### src/hw/rtl/lesq_pkg.sv
// Package for the largest empty square scan.
// Holds the fixed field widths, reset constants and the result beat type.
// No dependencies; every other file of the block refers to it by scoped names.
package lesq_pkg;

   // Fixed widths of the channel fields.
   localparam int unsigned SCORE_W   = 11;
   localparam int unsigned GRID_W    = 11;
   localparam int unsigned ROW_OUT_W = 10;
   localparam int unsigned COL_OUT_W = 10;

   // Saturation limit of a cell score and reset value of the width register.
   localparam logic [SCORE_W-1:0] SCORE_MAX        = 11'd2047;
   localparam logic [GRID_W-1:0]  GRID_WIDTH_RESET = 11'd1024;

   // One result beat.
   typedef struct packed {
      logic [SCORE_W-1:0]   cell_score;
      logic [SCORE_W-1:0]   best_size;
      logic [ROW_OUT_W-1:0] best_row;
      logic [COL_OUT_W-1:0] best_column;
      logic                 grid_done;
   } rsp_type;

endpackage

### src/hw/rtl/lesq_scan_core.sv
// Scan state and score logic of the largest empty square scan: position counters,
// left and diagonal scores, best square tracking. Depends on lesq_pkg and drives
// the ports of lesq_score_mem.
module lesq_scan_core #(
   parameter int unsigned MAX_COLUMNS = 1024,
   parameter int unsigned MAX_ROWS    = 1024,
   localparam int unsigned COL_W      = $clog2(MAX_COLUMNS),
   localparam int unsigned ROW_W      = (MAX_ROWS > 1) ? $clog2(MAX_ROWS) : 1
) (
   input  logic                          clock,
   input  logic                          reset,
   input  logic [lesq_pkg::GRID_W-1:0]   grid_width,
   input  logic                          in_fire,
   input  logic                          blocked,
   input  logic                          last_cell,
   input  logic [lesq_pkg::SCORE_W-1:0]  up_score,
   output logic                          mem_wr_en,
   output logic [COL_W-1:0]              mem_wr_addr,
   output logic [lesq_pkg::SCORE_W-1:0]  mem_wr_data,
   output logic [COL_W-1:0]              mem_rd_addr,
   output lesq_pkg::rsp_type             result
);

   localparam int unsigned CMP_W = (COL_W + 1 > lesq_pkg::GRID_W) ? COL_W + 1
                                                                  : lesq_pkg::GRID_W;
   localparam int unsigned SW    = lesq_pkg::SCORE_W;

   logic [SW-1:0]    left_ff, left_in;
   logic [SW-1:0]    diag_ff, diag_in;
   logic [ROW_W-1:0] row_ff, row_in;
   logic [COL_W-1:0] col_ff, col_in;
   logic [SW-1:0]    best_score_ff, best_score_in;
   logic [ROW_W-1:0] best_row_ff, best_row_in;
   logic [COL_W-1:0] best_col_ff, best_col_in;

   logic [CMP_W-1:0] width_raw;
   logic [CMP_W-1:0] width_eff;
   logic [CMP_W-1:0] col_plus;
   logic             row_end;
   logic [ROW_W:0]   row_plus;
   logic [SW-1:0]    min_lu;
   logic [SW-1:0]    min_all;
   logic [SW:0]      score_sum;
   logic [SW-1:0]    score;
   logic             better;
   logic [ROW_W+lesq_pkg::ROW_OUT_W-1:0] row_ext;
   logic [COL_W+lesq_pkg::COL_OUT_W-1:0] col_ext;

   // Effective row length: zero acts as one, anything above the store depth
   // acts as the store depth.
   always_comb begin
      width_raw = CMP_W'(grid_width);
      if (width_raw == '0) begin
         width_eff = CMP_W'(1);
      end else if (width_raw > CMP_W'(MAX_COLUMNS)) begin
         width_eff = CMP_W'(MAX_COLUMNS);
      end else begin
         width_eff = width_raw;
      end
      col_plus = CMP_W'(col_ff) + CMP_W'(1);
      row_end  = (col_plus >= width_eff);
      row_plus = (ROW_W + 1)'(row_ff) + (ROW_W + 1)'(1);
   end

   // Cell score: least of upper, left and upper-left plus one, saturating.
   always_comb begin
      min_lu    = (left_ff < up_score) ? left_ff : up_score;
      min_all   = (diag_ff < min_lu) ? diag_ff : min_lu;
      score_sum = {1'b0, min_all} + (SW + 1)'(1);
      if (blocked) begin
         score = '0;
      end else if ((row_ff == '0) || (col_ff == '0)) begin
         score = SW'(1);
      end else if (score_sum[SW]) begin
         score = lesq_pkg::SCORE_MAX;
      end else begin
         score = score_sum[SW-1:0];
      end
      better = (score > best_score_ff);
   end

   // Best square after this cell; a tie keeps the earlier square.
   always_comb begin
      best_score_in = better ? score : best_score_ff;
      best_row_in   = better ? row_ff : best_row_ff;
      best_col_in   = better ? col_ff : best_col_ff;
   end

   // Result beat for the cell at the input.
   always_comb begin
      row_ext            = {{lesq_pkg::ROW_OUT_W{1'b0}}, best_row_in};
      col_ext            = {{lesq_pkg::COL_OUT_W{1'b0}}, best_col_in};
      result.cell_score  = score;
      result.best_size   = best_score_in;
      result.best_row    = row_ext[lesq_pkg::ROW_OUT_W-1:0];
      result.best_column = col_ext[lesq_pkg::COL_OUT_W-1:0];
      result.grid_done   = last_cell;
   end

   // Next scan state; the end of the grid clears everything but the store.
   always_comb begin
      left_in = left_ff;
      diag_in = diag_ff;
      row_in  = row_ff;
      col_in  = col_ff;
      if (in_fire) begin
         if (last_cell) begin
            left_in = '0;
            diag_in = '0;
            row_in  = '0;
            col_in  = '0;
         end else begin
            left_in = score;
            diag_in = up_score;
            if (row_end) begin
               col_in = '0;
               if (row_plus < (ROW_W + 1)'(MAX_ROWS)) begin
                  row_in = row_plus[ROW_W-1:0];
               end
            end else begin
               col_in = col_plus[COL_W-1:0];
            end
         end
      end
   end

   // Store access: write this cell's score, read ahead at the next column.
   always_comb begin
      mem_wr_en   = in_fire;
      mem_wr_addr = col_ff;
      mem_wr_data = score;
      mem_rd_addr = col_in;
   end

   // State registers.
   always_ff @(posedge clock) begin
      if (reset) begin
         left_ff       <= '0;
         diag_ff       <= '0;
         row_ff        <= '0;
         col_ff        <= '0;
         best_score_ff <= '0;
         best_row_ff   <= '0;
         best_col_ff   <= '0;
      end else begin
         left_ff <= left_in;
         diag_ff <= diag_in;
         row_ff  <= row_in;
         col_ff  <= col_in;
         if (in_fire) begin
            if (last_cell) begin
               best_score_ff <= '0;
               best_row_ff   <= '0;
               best_col_ff   <= '0;
            end else begin
               best_score_ff <= best_score_in;
               best_row_ff   <= best_row_in;
               best_col_ff   <= best_col_in;
            end
         end
      end
   end

endmodule

### config.mk
export PLATFORM = sky130hd
export DESIGN_NAME = lesq_scan_core
export DESIGN_NICKNAME = d
export VERILOG_FILES = /design/src/hw/rtl/lesq_pkg.sv /design/src/hw/rtl/lesq_scan_core.sv
export SDC_FILE = /design/constraint.sdc
export NUM_CORES = 1
export LEC_CHECK = 0
export BUFFER_PORTS_ARGS = -buffer_cell sky130_fd_sc_hd__buf_2
export CAP_MARGIN = 20
export CORE_MARGIN = 4
export CORE_UTILIZATION = 30
export DETAILED_ROUTE_END_ITERATION = 7
export PLACE_DENSITY = 0.53
export SYNTH_ARGS = -nofsm -noshare
export SYNTH_HDL_FRONTEND = slang
export SYNTH_SLANG_ARGS = --single-unit
### constraint.sdc
create_clock -name clock -period 23.2 [get_ports clock]
set_input_delay 2.32 -clock clock [delete_from_list [all_inputs] [get_ports clock]]
set_output_delay 2.32 -clock clock [all_outputs]
set_load 0.03 [all_outputs]
==> results.tsv <==
stage	metric	value	unit
setup_path	start_kind	input pin	
synth	yosys.area.top_type_share	26.7	%
synth	synthDistinctLibCells	70	
clock_tree	clkLatencyLatePin	0.36	ns
timing	max_slew_margin	36.6	%
global_route	grt_pass1_vias	4967	
power	ir_worst_vdd	0.0350	mV
clock_tree	postCtsHoldBufs	0	
timing	final_max_slew_viol_count	0	
timing	rsz0062_at_grt	false	
synth	netlist_area	5470	um^2
synth	synth_commonest_cells	dfxtp_1 (73), nand2_1 (69), a21oi_1 (65), nor2_1 (52), ha_1 (46)	
min_path	hold_path_depth	1	
synth	synth-edff-count	0	
setup_path	cpMostUsedCell	a21oi_1	
routing	drtAntennaViolNets	0	
global_route	antenna_found_initial	0	
floorplanning	die_width	143	um
place	dp_hpwl	12600	um
setup_path	max_stage_delay	0.54	ns
place	placedCellCount	987	
power	total_power	0.328	mW
clock_tree	clockBufferDepth	2	
layout	n_antenna_cell	0	
min_path	hp-start	best_row_ff[1]	
job	drv_cap	0	
timing	fin_ws	10.63	ns
synth	syn-num-nets	769	
clock_tree	cts_tree	done	
routing	drc	0	
layout	area_delta_synth_final	16.7	%
setup_path	crit_path_end_kind	output pin	
clock_tree	post_cts_resized	0	
synth	synth_flop_cell	dfxtp_1	
layout	nFillCells	1848	
timing	fmax	79.5	MHz
floorplanning	io_pins	102	
power	powerDensity	51.4	nW/um^2
layout	final_cells	1003	
layout	final_core_util	35.6	%
timing	fin_skew	0.00980	ns
floorplanning	start_util	30.5	%
routing	wl_per_cell	16.6	um
setup_path	cp_slowest_cell	nand2_1	
setup_path	worst_ep_arrival_time	10.25	ns
synth	yosysMostFrequentCell	dfxtp_1	
clock_tree	cts_buffers	9	
routing	vias_per_cell	5.14	
power	power_leakage	2.83	nW
synth	synth_cells	696	
synth	syn_avg_cell_area	7.86	um^2
routing	drt-pass1-iter-count	4	
setup_path	ff2ff_path_depth	30	
synth	yosys_warnings	0	
global_route	gr-total-overflow	0	
floorplanning	die_h	143	um
timing	finalCritPeriodShare	54.2	%
setup_path	r2r-end	best_row_ff[0]	
global_route	grt_max_degree	53	
timing	min_period	12.57	ns
setup_path	worstSetupPathType	input pin to output pin	
layout	drive_gt1_share	19.1	%
clock_tree	post_cts_buffers	0	
min_path	hold_class	register to register	
place	place.gp.congestion	0.878	
floorplanning	rows	49	
setup_path	setup.worst_path.start	up_score[6]	
timing	worst_pin_slew	0.949	ns
setup_path	crit_fanout	39	
min_path	hold_end	best_row_ff[1]	
synth	yosysSeqAreaShare	26.7	%
synth	yosys.area.top_type	dfxtp_1	
synth	synth-async-reset-ratio	0	%
routing	drt_first_iter_violations	303	
global_route	grt_pass1_wl	26700	um
synth	synth-seq-cells	73	
routing	totalWireLength	16700	um
clock_tree	path_clk_slew	0.06	ns
clock_tree	cts-root-buf	clkbuf_16	
timing	final-hold-violation-count	0	
floorplanning	design.core.area	18000	um^2
floorplanning	die_area	20500	um^2
clock_tree	cts_sinks	73	
status	outcome	finished, final reports clean	
setup_path	reg2reg_from	left_ff[5]	
timing	timing.setup.tns	0	ns
timing	finalSetupViolations	0	
setup_path	reg2reg_slack	14.82	ns
global_route	grt_usage	16.5	%
synth	synthTopCellsByArea	dfxtp_1 (27%), ha_1 (11%), a21oi_1 (5.9%), a22o_1 (5.0%), nand2_1 (4.7%)	
setup_path	cp.required	20.88	ns
clock_tree	cts_htree_levels	3	
routing	vias	5154	
place	pre_cts_ws	10.76	ns
place	place.port_buffers	101	
layout	nNetsFinal	842	
where the power goes:
part | leakage, nW | switching (mW) | internal (mW)
Combinational | 2.09 | 0.0371 | 0.0190
Clock | 0.144 | 0.0593 | 0.0843
Sequential | 0.589 | 0.00195 | 0.127
worst max-delay path by stage:
stage / slack, ns / to / cells after the start
floorplan: 11.16 / result[13] / 34
global placement: 10.75 / result[22] / 33
detailed placement: 10.76 / result[22] / 33
CTS: 10.74 / result[22] / 33
global route: 9.84 / result[22] / 33
finish: 10.63 / result[22] / 33
layer usage:
metal | share of wire, % | vias up | track usage [%]
met5 | 0 | - | 0
met4 | 1.6 | 0 | 4.70
met3 | 5.3 | 16 | 3.88
met2 | 45 | 116 | 26.4
met1 | 48 | 2394 | 22.3
li1 | - | 2628 | -
critical path: cells and delay by family:
family / cells / cell delay (ns)
AOI/OAI and AO/OA: 16 / 3.70
adders and majority gates: 4 / 1.28
buffers and inverters: 5 / 1.21
and+or+nand+nor: 6 / 1.13
muxes: 1 / 0.38
xor gates and xnor gates: 1 / 0.17
layout by cell type (no fill, tap or decap), types with 5 or more instances in the layout:
cell,count
xor2_1,5
buf_4,8
o21ai_0,22
o21a_1,8
nand3b_1,13
ha_1,46
o21ai_1,21
nand3_1,29
nor2_1,52
nor3_1,5
a22o_1,31
buf_2,101
nand4_1,5
nor2b_1,20
xnor2_1,13
and3_1,6
a21o_1,6
mux2_1,17
nor4_1,5
a21oi_1,65
mux2i_1,7
dfxtp_1,73
o22ai_1,8
inv_1,43
clkbuf_16,9
a31oi_1,5
nand2b_1,16
nand2_1,69
logic make-up (layout without fill, tap and decap cells):
| kind of cell | count (synthesis) | in the layout | synth area share [%] |
|---|---|---|---|
| and+or+nand+nor | 240 | 240 | 22.4 |
| AOI/OAI and AO/OA | 199 | 199 | 24.0 |
| buffers and inverters | 91 | 169 | 7.68 |
| DFF | 73 | 73 | 26.7 |
| adders and majority gates | 46 | 46 | 10.5 |
| muxes | 29 | 29 | 5.88 |
| xor gates and xnor gates | 18 | 18 | 2.88 |
state kept, by name (all words and copies together), names as in the netlist:
name,cells
best_col_ff,10
best_row_ff,10
best_score_ff,11
diag_ff,11
left_ff,11
mem_wr_addr,10
row_ff,10
stage by stage:
stage	hold slack [ns]	instance area, um^2
after floorplan	0.445	5470
after global placement	0.462	6080
after detailed placement	0.463	6080
after CTS	0.480	6390
after global routing	0.491	6390
final	0.477	6390
layout make-up:
cell class / count / area, um^2 / share of cell area (%)
Clock buffer: 9 / 225 / 3.53
Clock inverter: 7 / 78.8 / 1.23
Inverter: 44 / 165 / 2.59
Multi-Input combinational cell: 532 / 3610 / 56.4
Sequential cell: 73 / 1460 / 22.9
Tap cell: 229 / 287 / 4.48
Timing Repair Buffer: 109 / 566 / 8.85
Power figures use the tool's default switching activity.
