<file path="config.mk">
export PLATFORM = sky130hd
export DESIGN_NAME = lesq_out_buf
export DESIGN_NICKNAME = d
export VERILOG_FILES = /design/src/hw/rtl/lesq_pkg.sv /design/src/hw/rtl/lesq_out_buf.sv
export SDC_FILE = /design/constraint.sdc
export NUM_CORES = 1
export LEC_CHECK = 0
export ABC_CLOCK_PERIOD_IN_PS = 7550
export BUFFER_PORTS_ARGS = -buffer_cell sky130_fd_sc_hd__buf_4
export CORE_MARGIN = 2
export CORE_UTILIZATION = 50
export DETAILED_ROUTE_END_ITERATION = 8
export GPL_ROUTABILITY_DRIVEN = 0
export PLACE_DENSITY_LB_ADDON = 0.2
export SETUP_SLACK_MARGIN = 0.4
export SKIP_LAST_GASP = 1
export SYNTH_ARGS = -nofsm -noshare
export SYNTH_HDL_FRONTEND = slang
export SYNTH_SLANG_ARGS = --single-unit
export TNS_END_PERCENT = 50
</file>
<file path="constraint.sdc">
create_clock -name clock -period 7.55 [get_ports clock]
set_input_delay 1.51 -clock clock [delete_from_list [all_inputs] [get_ports clock]]
set_output_delay 1.51 -clock clock [all_outputs]
set_load 0.005 [all_outputs]
</file>
<file path="src/hw/rtl/lesq_pkg.sv">
// Package for the largest empty square scan.
// Holds the fixed field widths, reset constants and the result beat type.
// No dependencies; every other file of the block refers to it by scoped names.
package lesq_pkg;

   // Fixed widths of the channel fields.
   localparam int unsigned SCORE_W   = 11;
   localparam int unsigned GRID_W    = 11;
   localparam int unsigned ROW_OUT_W = 10;
   localparam int unsigned COL_OUT_W = 10;

   // Saturation limit of a cell score and reset value of the width register.
   localparam logic [SCORE_W-1:0] SCORE_MAX        = 11'd2047;
   localparam logic [GRID_W-1:0]  GRID_WIDTH_RESET = 11'd1024;

   // One result beat.
   typedef struct packed {
      logic [SCORE_W-1:0]   cell_score;
      logic [SCORE_W-1:0]   best_size;
      logic [ROW_OUT_W-1:0] best_row;
      logic [COL_OUT_W-1:0] best_column;
      logic                 grid_done;
   } rsp_type;

endpackage

</file>
<file path="src/hw/rtl/lesq_out_buf.sv">
// Two-entry result buffer of the largest empty square scan: an output register
// and a skid register, so a stalled receiver does not stop the next cell at once.
// Depends on lesq_pkg for the result beat type.
module lesq_out_buf (
   input  logic              clock,
   input  logic              reset,
   input  logic              in_valid,
   output logic              in_ready,
   input  lesq_pkg::rsp_type in_data,
   output logic              out_valid,
   input  logic              out_ready,
   output lesq_pkg::rsp_type out_data
);

   logic              main_valid_ff, main_valid_in;
   logic              skid_valid_ff, skid_valid_in;
   lesq_pkg::rsp_type main_ff, main_in;
   lesq_pkg::rsp_type skid_ff, skid_in;
   logic              in_fire;

   assign in_ready  = !skid_valid_ff;
   assign in_fire   = in_valid && in_ready;
   assign out_valid = main_valid_ff;
   assign out_data  = main_ff;

   // Refill the output register from the skid entry first, then from the input.
   always_comb begin
      main_valid_in = main_valid_ff;
      skid_valid_in = skid_valid_ff;
      main_in       = main_ff;
      skid_in       = skid_ff;
      if (!main_valid_ff || out_ready) begin
         if (skid_valid_ff) begin
            main_in       = skid_ff;
            main_valid_in = 1'b1;
            skid_valid_in = 1'b0;
         end else begin
            main_in       = in_data;
            main_valid_in = in_fire;
         end
      end else if (in_fire) begin
         skid_in       = in_data;
         skid_valid_in = 1'b1;
      end
   end

   // Valid flags.
   always_ff @(posedge clock) begin
      if (reset) begin
         main_valid_ff <= 1'b0;
         skid_valid_ff <= 1'b0;
      end else begin
         main_valid_ff <= main_valid_in;
         skid_valid_ff <= skid_valid_in;
      end
   end

   // Payload registers.
   always_ff @(posedge clock) begin
      main_ff <= main_in;
      skid_ff <= skid_in;
   end

endmodule

</file>
==> metrics, run 1 <==
r2r setup slk=5.33 ns; Clock Pin Slew Worst Setup and Hold Paths=0.09 ns; syn_area_per_cell=23.7 µm²; Detail Route met2 WL=2740 µm; Worst R2R End=skid_ff[4]; Yosys reg bits=88; setup ws final=4.32 ns; Mapped Area=0.00336 mm²; Die Y=86.0 µm; CTS Hold Bufs=0; Fmax achieved=309 MHz; Slew headroom=24.7%; Slew @ Worst Pin=1.13 ns; power consumption=973 µW; Gate Count Post-Synth=142; largest net degree at the start of global routing=47; Adder-Cell Fraction of Synth Area=0%; EDFF count, synth=86; Cell Rows=29; DRT Wirelength=5430 µm; Int Pwr=771 µW; Post-DP HPWL=3530 µm; ant diodes=0; Crit Path Class=input pin to flop; most frequent cells after synthesis=86 x edfxtp_1, 37 x mux2_4, 6 x mux2_2; RSZ-0062 raised after global routing=no; dominant cells by area after synthesis=edfxtp_1 77%, mux2_4 17%, mux2_2 2.0%, buf_12 1.8%, dfxtp_1 1.2%; Cell Pwr Density=228 mW/mm²; final net count=288; # port buffers=91; post-route cell area=0.00428 mm²; async set or reset register ratio after synthesis=0%; core area=0.00642 mm²; post-place setup slack=3.89 ns; IO Count=92; CTS max path bufs=2; Hold Crit Class=flop to flop; Critical Path End=skid_ff[4]; Netlist cell types=13; first-pass GRT wire length=8160 µm; fillcell total=470; Overall Global Routing Usage=15.5%; xor-xnor portion of the synthesized cell area=0%; critical path startpoint=out_ready; routed vias=1592; Finished Core Util=66.6%; Pre-antenna DRT Iters=4; register area=0.00262 mm²; TritonCTS Buffers=9; die width=86.0 µm; mux contribution to synthesized area=18.5%; Critical Path Start Type=input pin; final cell count without fillers=323; Sink Count=88; max cap viols=0; initial antenna violation count=0; most frequent cell after synthesis=edfxtp_1; P_leak=1.68 nW; Synth Area in Simple Gates=0.670%; switch share=20.8%; cell taking the most area after synthesis=edfxtp_1; postcts setup bufs=0; final setup violation count=0; vias in the first global route=1666; Avg WL per Cell=16.8 µm; synthesis-to-finish area growth=27.2%; met1 wire length=2150 µm; status=finished, final reports clean; final setup TNS=0 ns; final clock period utilization by the worst path=42.8%; layout cells sized above 1=63.0%; Worst-Skew Late Latency=0.35 ns; Highest Signal Layer=met4; # resized after CTS=0; met3 wire len=415 µm; Req. time, crit path=7.54 ns; Clk network pwr share=32.8%; R2R depth=3; sequential element share of the synthesized area=78.0%; die area=0.00740 mm²; minimum clock period=3.23 ns; Net Switching=202 µW; Crit Path Max Fanout=46; DRT iter0 DRCs=117; total nets after synthesis=189; post-synth top area share=76.8%; worst vdd ir=0.138 mV; Worst Hold Slack=0.551 ns; vias per inst=4.93; drt drc=0; Crit Reg-Reg Startpoint=out_valid; Post-Place Cells=307; Root Driver=clkbuf_8; Main synth FF type=edfxtp_1; combinational family with the most area after synthesis=multiplexers; Remaining Overflow, GRT=0; multi-input logic area=658 µm²; skew final=0.00978 ns; Compound-Gate Fraction of Synth Area=0.149%; Reg power frac=58.6%; htree depth=3; synth warn=0; CP Capture Type=flop; Initial Util=52.4%; Arr. time, crit path=3.22 ns; Routed Antenna Nets=0; final hold vios=0; Placement Cell Area=0.00408 mm²; CTS tree=done; Slew Viols, Final=0; combinational share of power=8.6%
## worst max-delay path, cell delays in order
cell      delay [ns]
buf_4           0.11
nand2b_2        0.71
nor3b_2         0.36
buf_4           0.51
## per-layer routing
metal	global-route usage, %	vias up
met1	17.5	762
met3	6.35	14
met2	25.2	61
li1	-	755
met4	8.37	0
met5	0	-
## worst min-delay path by stage
stage | start | to | slack (ns) | cells past startpoint
5_1_grt | skid_ff[16] | out_data[16] | 0.57 | 1
6_report | skid_ff[1] | out_data[1] | 0.55 | 1
2_1_floorplan | skid_ff[0] | out_data[0] | 0.52 | 1
3_5_place_dp | skid_ff[2] | out_data[2] | 0.53 | 1
4_1_cts | skid_ff[16] | out_data[16] | 0.55 | 1
3_3_place_gp | skid_ff[29] | out_data[29] | 0.53 | 1
## power by group through the flow
stage	clock (mW)	sequential (mW)	combinational, mW
6_report	0.319	0.571	0.0837
5_1_grt	0.347	0.573	0.0901
4_1_cts	0.327	0.571	0.0853
3_5_place_dp	0	0.582	0.0853
3_3_place_gp	0	0.582	0.0833
2_1_floorplan	0	0.584	0.0299
## registers in the layout, indices dropped and copies added (netlist names)
| register | cells |
|---|---|
| out_data | 43 |
| skid_ff | 43 |
| out_valid | 1 |
| skid_valid_ff | 1 |
## layout make-up
cell class	count	area share, %
Timing Repair Buffer	93	16.3
Sequential cell	88	61.4
Multi-Input combinational cell	48	15.4
Clock inverter	7	1.70
Tap cell	77	2.25
Clock buffer	9	2.90
Inverter	1	0.0878
## kinds of logic after synthesis
logic type / Yosys count
flops: 88
mux: 43
buf+inv: 6
simple gates: 4
compound gates: 1
## cell usage in the layout (no fill, tap or decap)
master,n
a21oi_1,1
buf_4,93
bufinv_16,1
clkbuf_8,9
clkinv_2,2
clkinv_4,2
clkinvlp_4,2
dfxtp_1,1
dfxtp_2,1
edfxtp_1,86
inv_1,1
mux2_2,6
mux2_4,37
nand2b_2,1
nor2_1,1
nor3_1,1
nor3b_2,1
No activity file was read; power rests on OpenSTA's default activity.
==> run 2: changes to the inputs <==
--- a/config.mk
+++ b/config.mk
@@ -5,7 +5,8 @@
 export SDC_FILE = /design/constraint.sdc
 export NUM_CORES = 1
 export LEC_CHECK = 0
-export ABC_CLOCK_PERIOD_IN_PS = 7550
+export ABC_AREA = 1
+export ABC_CLOCK_PERIOD_IN_PS = 3200
 export BUFFER_PORTS_ARGS = -buffer_cell sky130_fd_sc_hd__buf_4
 export CORE_MARGIN = 2
 export CORE_UTILIZATION = 50
==> constraint.sdc (replaced) <==
create_clock -name clock -period 3.2 [get_ports clock]
set_input_delay 0.64 -clock clock [delete_from_list [all_inputs] [get_ports clock]]
set_output_delay 0.64 -clock clock [all_outputs]
set_load 0.005 [all_outputs]
==> run 2 against run 1 <==
Compared with the run above:
- sequential power is 140% higher
- clock skew fell by 0.0020 ns
- combinational power is 130% higher
- sequential cell count unchanged
- design area is 1.7% lower
- first-iteration DRC count up 41%
- worst hold slack worse by 0.067 ns
- critical path depth decreased by 2
- critical endpoint is now in_ready
- via count is 28% higher
- power increased by 150%
==> metrics, run 2 <==
Slew @ Worst Pin=0.555 ns; Critical Path Start Type=flop; skew final=0.00779 ns; total nets after synthesis=284; vias per inst=4.90; syn_area_per_cell=13.7 µm²; most common cell after layout, fill and taps aside=nand2_1; crit-path cells=inv_6, buf_4; minimum clock period=1.76 ns; Avg WL per Cell=14.4 µm; DRT Wirelength=5980 µm; Crit Path Class=flop to output port; synth warn=0; Highest Signal Layer=met4; Worst-Skew Late Latency=0.34 ns; drt drc=0; async set or reset register ratio after synthesis=0%; Remaining Overflow, GRT=0; Slew Viols, Final=0; met1 wire length=2410 µm; worst vdd ir=0.342 mV; final cell count without fillers=415; CP Capture Type=output port; met3 wire len=324 µm; Worst Hold Slack=0.483 ns; EDFF count, synth=86; hold path startpoint=in_data[8]; Critical Path Max Stage Delay=0.35 ns; Routed Antenna Nets=0; post-synth top area share=79.7%; Root Driver=clkbuf_8; Yosys reg bits=88; Arr. time, crit path=1.12 ns; Crit Path Max Fanout=45; first-pass GRT wire length=9490 µm; layout cells sized above 1=33.1%; final setup violation count=0; Cell Pwr Density=568 mW/mm²; Post-Place Cells=399; Sink Count=88; core area=0.00631 mm²; Main synth FF type=edfxtp_1; final clock period utilization by the worst path=54.9%; final setup TNS=0 ns; Post-DP HPWL=3770 µm; Hold Crit Class=input pin to flop; largest net degree at the start of global routing=46; most frequent cells after synthesis=132 x nand2_1, 86 x edfxtp_1, 5 x buf_6; dominant cells by area after synthesis=edfxtp_1 80%, nand2_1 15%, buf_6 1.7%, dfxtp_1 1.2%, buf_4 0.93%; Cell Rows=29; # port buffers=91; slowest CP cell=dfxtp_2; CTS Hold Bufs=0; final net count=380; WP buf/inv=2; P_leak=1.82 nW; routed vias=2035; synthesis-to-finish area growth=29.7%; Clock Pin Slew Worst Setup and Hold Paths=0.08 ns; final hold vios=0; Mapped Area=0.00324 mm²; initial antenna violation count=0; TritonCTS Buffers=9; Gate Count Post-Synth=237; RSZ-0062 raised after global routing=no; most frequent cells in the layout=131 x nand2_1, 93 x buf_4, 86 x edfxtp_1; power consumption=2.39 mW; most frequent cell after synthesis=nand2_1; sequential element share of the synthesized area=80.9%; htree depth=3; Slew headroom=63.0%; cell taking the most area after synthesis=edfxtp_1; ant diodes=0; die width=84.5 µm; Fmax achieved=570 MHz; max cap viols=0; Crit Reg-Reg Startpoint=skid_valid_ff; CTS tree=done; Die Y=84.5 µm; # resized after CTS=0; Pre-antenna DRT Iters=4; postcts setup bufs=0; status=finished, final reports clean; Initial Util=51.3%; critical path startpoint=skid_valid_ff; die area=0.00714 mm²; IO Count=92; Worst path top cell family by delay=buffers and inverters; CTS max path bufs=2; Overall Global Routing Usage=17.5%; DRT iter0 DRCs=165; Req. time, crit path=2.56 ns; Netlist cell types=10; vias in the first global route=2005; Detail Route met2 WL=3160 µm
[run 2: final cells by class]
type                       instances  area (µm²)
clock inverter                     3        65.1
inverter                           3        16.3
tap                               77        96.3
multi-input combinational        137         527
clock buffer                      13         159
fill                             476        2110
timing repair buffer              94         718
sequential                        88        2620
[run 2: worst paths after layout]
path	endpoint	slack, ns	depth (start not counted)
min reg2reg	out_data[22]	0.52	2
max	in_ready	1.44	2
min	skid_ff[8]	0.48	1
max reg2reg	skid_ff[0]	1.61	4
[run 2: per-layer routing]
layer | vias up | global-route usage, %
met1 | 961 | 21.6
met2 | 79 | 29.6
met4 | 0 | 8.66
met5 | - | 0
met3 | 9 | 3.34
li1 | 986 | -
[run 2: kinds of logic (layout without fill, tap and decap cells)]
family | count (synthesis) | count (layout) | synth area share (%)
compound gates | 1 | 1 | 0.154
simple gates | 136 | 136 | 15.8
buf+inv | 12 | 113 | 3.16
flops | 88 | 88 | 80.9
[run 2: per-stage QoR]
step	util (%)	setup slack [ns]	instance area, µm²
2_1_floorplan	-	0.810	3250
5_1_grt	66.6	1.38	4210
6_report	66.6	1.44	4210
4_1_cts	66.6	1.42	4210
3_5_place_dp	63.1	1.48	3980
3_3_place_gp	63.1	1.49	3980
[run 2: where the power goes]
group	total (mW)	switching, mW	internal [mW]
Combinational	0.195	0.0870	0.108
Sequential	1.36	0.0208	1.34
Clock	0.835	0.353	0.482
